## src/design/dd_odo_pkg.sv

```systemverilog
`default_nettype none
// ----------------------------------------------------------------------------
// Differential-drive odometry package
// Shared command bundle, fixed-point constants and the CORDIC arctangent table.
// ----------------------------------------------------------------------------
package dd_odo_pkg;

  // Number of quotient bits produced by the heading divider.
  localparam int unsigned DIV_BITS = 31;
  // Largest number of CORDIC steps the arctangent table supports.
  localparam int unsigned ATAN_ENTRIES = 24;
  // Width of the shared step counter (covers both loops).
  localparam int unsigned IDX_W = 5;

  // CORDIC gain 0.607253 in Q4.30, held in the 34-bit rotation registers.
  localparam logic signed [33:0] CORDIC_GAIN = 34'sd652032874;
  // 1/(2*pi) scaled by 2^32.
  localparam logic [29:0] INV_TWO_PI = 30'd683565276;

  // Commands from the sequencer to the datapath, at most one phase per cycle.
  typedef struct packed {
    logic             load;
    logic             prep;
    logic             scale;
    logic             norm;
    logic             div;
    logic             head;
    logic             rot;
    logic             fix;
    logic             mulx;
    logic             muly;
    logic             addy;
    logic             out_load;
    logic [IDX_W-1:0] idx;
  } cmd_t;

  // Arctangent of 2^-i in units of 2^-32 turn, truncated.
  function automatic logic [29:0] atan_turn(input logic [IDX_W-1:0] i);
    logic [29:0] r;
    case (i)
      5'd0:    r = 30'd536870912;
      5'd1:    r = 30'd316933405;
      5'd2:    r = 30'd167458907;
      5'd3:    r = 30'd85004756;
      5'd4:    r = 30'd42667331;
      5'd5:    r = 30'd21354465;
      5'd6:    r = 30'd10679838;
      5'd7:    r = 30'd5340245;
      5'd8:    r = 30'd2670163;
      5'd9:    r = 30'd1335086;
      5'd10:   r = 30'd667544;
      5'd11:   r = 30'd333772;
      5'd12:   r = 30'd166886;
      5'd13:   r = 30'd83443;
      5'd14:   r = 30'd41721;
      5'd15:   r = 30'd20860;
      5'd16:   r = 30'd10430;
      5'd17:   r = 30'd5215;
      5'd18:   r = 30'd2607;
      5'd19:   r = 30'd1303;
      5'd20:   r = 30'd651;
      5'd21:   r = 30'd325;
      5'd22:   r = 30'd162;
      5'd23:   r = 30'd81;
      default: r = 30'd0;
    endcase
    return r;
  endfunction

endpackage
`default_nettype wire

```

## src/design/dd_odo_ctrl.sv

```systemverilog
`default_nettype none
// ----------------------------------------------------------------------------
// Odometry sequencer
// One-hot state machine that steps the datapath through one odometry update.
// ----------------------------------------------------------------------------
module dd_odo_ctrl #(
  parameter int unsigned CORDIC_ITERATIONS = 16
) (
  input  wire logic            clk_i,
  input  wire logic            rst_ni,
  input  wire logic            in_valid_i,
  output logic                 in_ready_o,
  output logic                 out_valid_o,
  input  wire logic            out_ready_i,
  output dd_odo_pkg::cmd_t     cmd_o
);

  localparam int unsigned ROT_STEPS = (CORDIC_ITERATIONS > dd_odo_pkg::ATAN_ENTRIES) ?
                                      dd_odo_pkg::ATAN_ENTRIES : CORDIC_ITERATIONS;

  typedef enum logic [11:0] {
    S_IDLE  = 12'b0000_0000_0001,
    S_PREP  = 12'b0000_0000_0010,
    S_SCALE = 12'b0000_0000_0100,
    S_NORM  = 12'b0000_0000_1000,
    S_DIV   = 12'b0000_0001_0000,
    S_HEAD  = 12'b0000_0010_0000,
    S_ROT   = 12'b0000_0100_0000,
    S_FIX   = 12'b0000_1000_0000,
    S_MULX  = 12'b0001_0000_0000,
    S_MULY  = 12'b0010_0000_0000,
    S_ADDY  = 12'b0100_0000_0000,
    S_DONE  = 12'b1000_0000_0000
  } state_e;

  state_e                        state_q, state_d;
  logic [dd_odo_pkg::IDX_W-1:0]  idx_q, idx_d;
  logic                          out_valid_q, out_valid_d;

  always_comb begin
    state_d     = state_q;
    idx_d       = idx_q;
    out_valid_d = out_valid_q && !out_ready_i;
    cmd_o       = '0;
    cmd_o.idx   = idx_q;
    in_ready_o  = 1'b0;
    case (state_q)
      S_IDLE: begin
        in_ready_o = 1'b1;
        if (in_valid_i) begin
          cmd_o.load = 1'b1;
          state_d    = S_PREP;
        end
      end
      S_PREP: begin
        cmd_o.prep = 1'b1;
        state_d    = S_SCALE;
      end
      S_SCALE: begin
        cmd_o.scale = 1'b1;
        state_d     = S_NORM;
      end
      S_NORM: begin
        cmd_o.norm = 1'b1;
        idx_d      = dd_odo_pkg::IDX_W'(dd_odo_pkg::DIV_BITS - 1);
        state_d    = S_DIV;
      end
      S_DIV: begin
        cmd_o.div = 1'b1;
        if (idx_q == '0) begin
          state_d = S_HEAD;
        end else begin
          idx_d = idx_q - 1'b1;
        end
      end
      S_HEAD: begin
        cmd_o.head = 1'b1;
        idx_d      = '0;
        state_d    = S_ROT;
      end
      S_ROT: begin
        cmd_o.rot = 1'b1;
        if (idx_q == dd_odo_pkg::IDX_W'(ROT_STEPS - 1)) begin
          state_d = S_FIX;
        end else begin
          idx_d = idx_q + 1'b1;
        end
      end
      S_FIX: begin
        cmd_o.fix = 1'b1;
        state_d   = S_MULX;
      end
      S_MULX: begin
        cmd_o.mulx = 1'b1;
        state_d    = S_MULY;
      end
      S_MULY: begin
        cmd_o.muly = 1'b1;
        state_d    = S_ADDY;
      end
      S_ADDY: begin
        cmd_o.addy = 1'b1;
        state_d    = S_DONE;
      end
      S_DONE: begin
        // Wait for the output register to be free.
        if (!out_valid_q || out_ready_i) begin
          cmd_o.out_load = 1'b1;
          out_valid_d    = 1'b1;
          state_d        = S_IDLE;
        end
      end
      default: begin
        state_d = S_IDLE;
      end
    endcase
  end

  always_ff @(posedge clk_i or negedge rst_ni) begin
    if (!rst_ni) begin
      state_q     <= S_IDLE;
      idx_q       <= '0;
      out_valid_q <= 1'b0;
    end else begin
      state_q     <= state_d;
      idx_q       <= idx_d;
      out_valid_q <= out_valid_d;
    end
  end

  assign out_valid_o = out_valid_q;

endmodule
`default_nettype wire

```

## config.mk

```make
export PLATFORM = sky130hd
export DESIGN_NAME = dd_odo_ctrl
export DESIGN_NICKNAME = d
export VERILOG_FILES = /design/src/design/dd_odo_pkg.sv /design/src/design/dd_odo_ctrl.sv
export SDC_FILE = /design/constraint.sdc
export NUM_CORES = 1
export LEC_CHECK = 0
export BUFFER_PORTS_ARGS = -buffer_cell sky130_fd_sc_hd__buf_4
export CAP_MARGIN = 30
export CORE_MARGIN = 5
export CORE_UTILIZATION = 58
export DETAILED_ROUTE_END_ITERATION = 12
export MAX_ROUTING_LAYER = met4
export PLACE_DENSITY = 0.92
export RECOVER_POWER = 25
export SETUP_SLACK_MARGIN = 0.15
export SLEW_MARGIN = 20
export SYNTH_ARGS = -nofsm -noshare
export SYNTH_HDL_FRONTEND = slang
export SYNTH_SLANG_ARGS = --single-unit
```

## constraint.sdc

```tcl
create_clock -name clk_i -period 7.23 [get_ports clk_i]
set_clock_uncertainty 0.05 [all_clocks]
set_input_delay 0.3615 -clock clk_i [delete_from_list [all_inputs] [get_ports clk_i]]
set_output_delay 0.3615 -clock clk_i [all_outputs]
set_load 0.02 [all_outputs]
```

==> impl_metrics.env <==
export IMPL_setup_reg_to_reg_worst_slack_ns=4.28
export IMPL_power_density_nw_per_um2=305
export IMPL_pre_cts_slack_ns=4.35
export IMPL_path_clk_slew_ns=0.11
export IMPL_r2r_end="idx_q[4]$_DFFE_PN0P_"
export IMPL_min_delay_start="in_valid_i"
export IMPL_ys_warnings_count=0
export IMPL_avgSynthCellArea_um2=9.48
export IMPL_drv_slew=0
export IMPL_ys_seq_area_frac=0.384
export IMPL_area_growth_pct=18.7
export IMPL_clockBufferDepth=2
export IMPL_grt_max_degree=19
export IMPL_cts_tree="built"
export IMPL_rr_startpoint="state_q[2]$_DFFE_PN0P_"
export IMPL_die_w_um=55.0
export IMPL_worstSetupPathType="flip-flop to flip-flop"
export IMPL_die_area_um2=3030
export IMPL_crit_fanout=10
export IMPL_drc=0
export IMPL_final_hold_violation_count=0
export IMPL_cts_sinks=18
export IMPL_syn_num_nets=132
export IMPL_drtIter0Drc=43
export IMPL_grt_pass1_wl_um=4620
export IMPL_async_reset_ff_frac=1.00
export IMPL_dieHeight_um=55.0
export IMPL_crit_path_end_kind="flip-flop"
export IMPL_route_vias_total=1083
export IMPL_vias_per_cell=6.22
export IMPL_antenna_found_initial=0
export IMPL_critPathArrivalTime_ns=3.12
export IMPL_ys_flop_type="dfrtp_1"
export IMPL_antenna_diode_count=0
export IMPL_hpwlAfterDp_um=2140
export IMPL_numPortBuffers=22
export IMPL_synth_edf_count=0
export IMPL_worst_slew_pin_slew_ns=0.959
export IMPL_power_leakage_uw=0.000655
export IMPL_final_setup_tns_ns=0
export IMPL_rsz0062_at_grt="false"
export IMPL_fin_crit_ns=2.95
export IMPL_required_ns=7.39
export IMPL_ys_ff_latch=18
export IMPL_firstDrtPassIters=4
export IMPL_h_tree_depth=1
export IMPL_rows=16
export IMPL_irDropWorstVdd_mv=0.220
export IMPL_routabilityCongestion=0.924
export IMPL_hold_path_class="input port to flip-flop"
export IMPL_ios=23
export IMPL_startpoint_type="flip-flop"
export IMPL_first_global_vias=1022
export IMPL_cts_buffers_inserted=3
export IMPL_nets=156
export IMPL_syn_cell_area_um2=1180
export IMPL_dp_cells=169
export IMPL_synthCells=124
export IMPL_max_cap_violations=0
export IMPL_finalNonFillerCells=174
export IMPL_max_slew_margin=0.361
export IMPL_timing_final_crit_share=0.409
export IMPL_setup_viol=0
export IMPL_reg2reg_depth=9
export IMPL_wire_per_inst_um=16.2
export IMPL_coreArea_um2=1940
export IMPL_initial_utilization=0.606
export IMPL_hold_depth=2
export IMPL_clock_fmax_ghz=0.339
export IMPL_hold_end="state_q[1]$_DFFE_PN0P_"
export IMPL_grtUsageTotal=0.222
export IMPL_status="completed"
export IMPL_post_cts_buffers=0
export IMPL_clkLatencyLatePin_ns=0.30
export IMPL_worst_slack_ns=4.28
export IMPL_yosysUniqueCellTypes=47
export IMPL_drive_gt1_frac=0.224
export IMPL_cts_root_buf="clkbuf_4"
export IMPL_overflow=0
export IMPL_total_power_uw=426
export IMPL_antenna_left=0
export IMPL_wirelength_um=2830
[layout by cell type (no fill, tap or decap), types with 2 or more instances in the layout]
master	synthesis	layout
and4b_1	3	3
nand3_1	2	2
and4_1	3	3
mux2i_1	3	3
a21o_1	3	3
clkbuf_4	0	3
buf_4	1	21
xor2_1	3	3
inv_1	4	4
nand3b_1	2	2
nor3_1	8	8
nor4b_1	4	4
ha_1	3	3
a21oi_1	5	5
nand4_1	2	2
nand2_1	8	8
and2_1	3	3
o21ai_0	8	8
nor3b_1	3	3
nor2_1	9	9
nor4_1	3	3
dfrtp_1	17	17
[cells by family (layout without fill, tap and decap cells)]
| group | count (synthesis) | count (layout) | synth area share |
|---|---|---|---|
| AOI/OAI and AO/OA | 26 | 26 | 0.139 |
| xor gates and xnor gates | 4 | 4 | 0.0298 |
| adders and majority gates | 4 | 4 | 0.0489 |
| buffers and inverters | 9 | 32 | 0.0340 |
| DFF | 18 | 18 | 0.384 |
| muxes | 3 | 3 | 0.0255 |
| and+or+nand+nor | 60 | 60 | 0.338 |
[synth_stat cells (2+ instances only)]
master | n | area [um^2]
xor2_1 | 3 | 26.3
nor3_1 | 8 | 40.0
ha_1 | 3 | 37.5
nand2_1 | 8 | 30.0
buf_2 | 2 | 10.0
and2_1 | 3 | 18.8
nor4b_1 | 4 | 35.0
dfrtp_1 | 17 | 425
o21ai_0 | 8 | 40.0
nor4_1 | 3 | 18.8
a21o_1 | 3 | 22.5
nor2_1 | 9 | 33.8
and4b_1 | 3 | 30.0
a21oi_1 | 5 | 25.0
nor3b_1 | 3 | 22.5
mux2i_1 | 3 | 30.0
and4_1 | 3 | 26.3
nand3_1 | 2 | 10.0
nand4_1 | 2 | 12.5
inv_1 | 4 | 15.0
nand3b_1 | 2 | 15.0
[sequential cells by signal (all words and copies together), names as in the netlist]
signal / count
state_q: 12
idx_q: 5
out_valid_o: 1
[metrics by stage]
step,cell area [um^2],hold slack (ns),utilization
6_report,1400,0.226,0.719
5_1_grt,1400,0.242,0.719
4_1_cts,1400,0.227,0.721
3_5_place_dp,1350,0.193,0.697
3_3_place_gp,1350,0.190,0.697
2_1_floorplan,1180,0.0159,-
[critical path: stages (launching register included)]
cell and delay [ns]:
dfrtp_1 0.46, nor2_1 0.39, nand4_1 0.47, fa_1 0.57
a21o_1 0.20, a21oi_1 0.28, nand2_1 0.09, o211ai_1 0.10
a21oi_1 0.09, a41oi_1 0.16
[timing repair]
item | CTS | global route
resized for setup | 0 | 0
hold buffers | 1 | 0
hold endpoints to repair | 17 | 0
[report_power, final]
| group | switching [uW] | internal (uW) | total (uW) |
|---|---|---|---|
| Combinational | 118 | 90.0 | 208 |
| Sequential | 33.8 | 122 | 155 |
| Clock | 32.4 | 30.7 | 63.1 |
[per-layer routing]
| layer | vias to the layer above | GRT usage | part of all wire |
|---|---|---|---|
| met4 | 0 | 0.126 | 0.028 |
| met3 | 9 | 0.0375 | 0.047 |
| li1 | 508 | - | - |
| met1 | 520 | 0.280 | 0.43 |
| met5 | - | - | 0 |
| met2 | 46 | 0.337 | 0.49 |
[worst max path at each step]
stage / start / end
4_1_cts: state_q[2]$_DFFE_PN0P_ / idx_q[4]$_DFFE_PN0P_
3_3_place_gp: state_q[2]$_DFFE_PN0P_ / idx_q[4]$_DFFE_PN0P_
2_1_floorplan: state_q[5]$_DFFE_PN0P_ / idx_q[4]$_DFFE_PN0P_
5_1_grt: state_q[2]$_DFFE_PN0P_ / idx_q[4]$_DFFE_PN0P_
3_5_place_dp: state_q[2]$_DFFE_PN0P_ / idx_q[4]$_DFFE_PN0P_
6_report: state_q[2]$_DFFE_PN0P_ / idx_q[4]$_DFFE_PN0P_
[cell type report]
class                   count  area, um^2
multi-input cells          97         684
fillers                   136         546
flip-flops and latches     18         452
repair buffers             23         171
clock buffers               4        36.3
well taps                  27        33.8
inverters                   5        18.8
(Power assumes the default switching activity.)
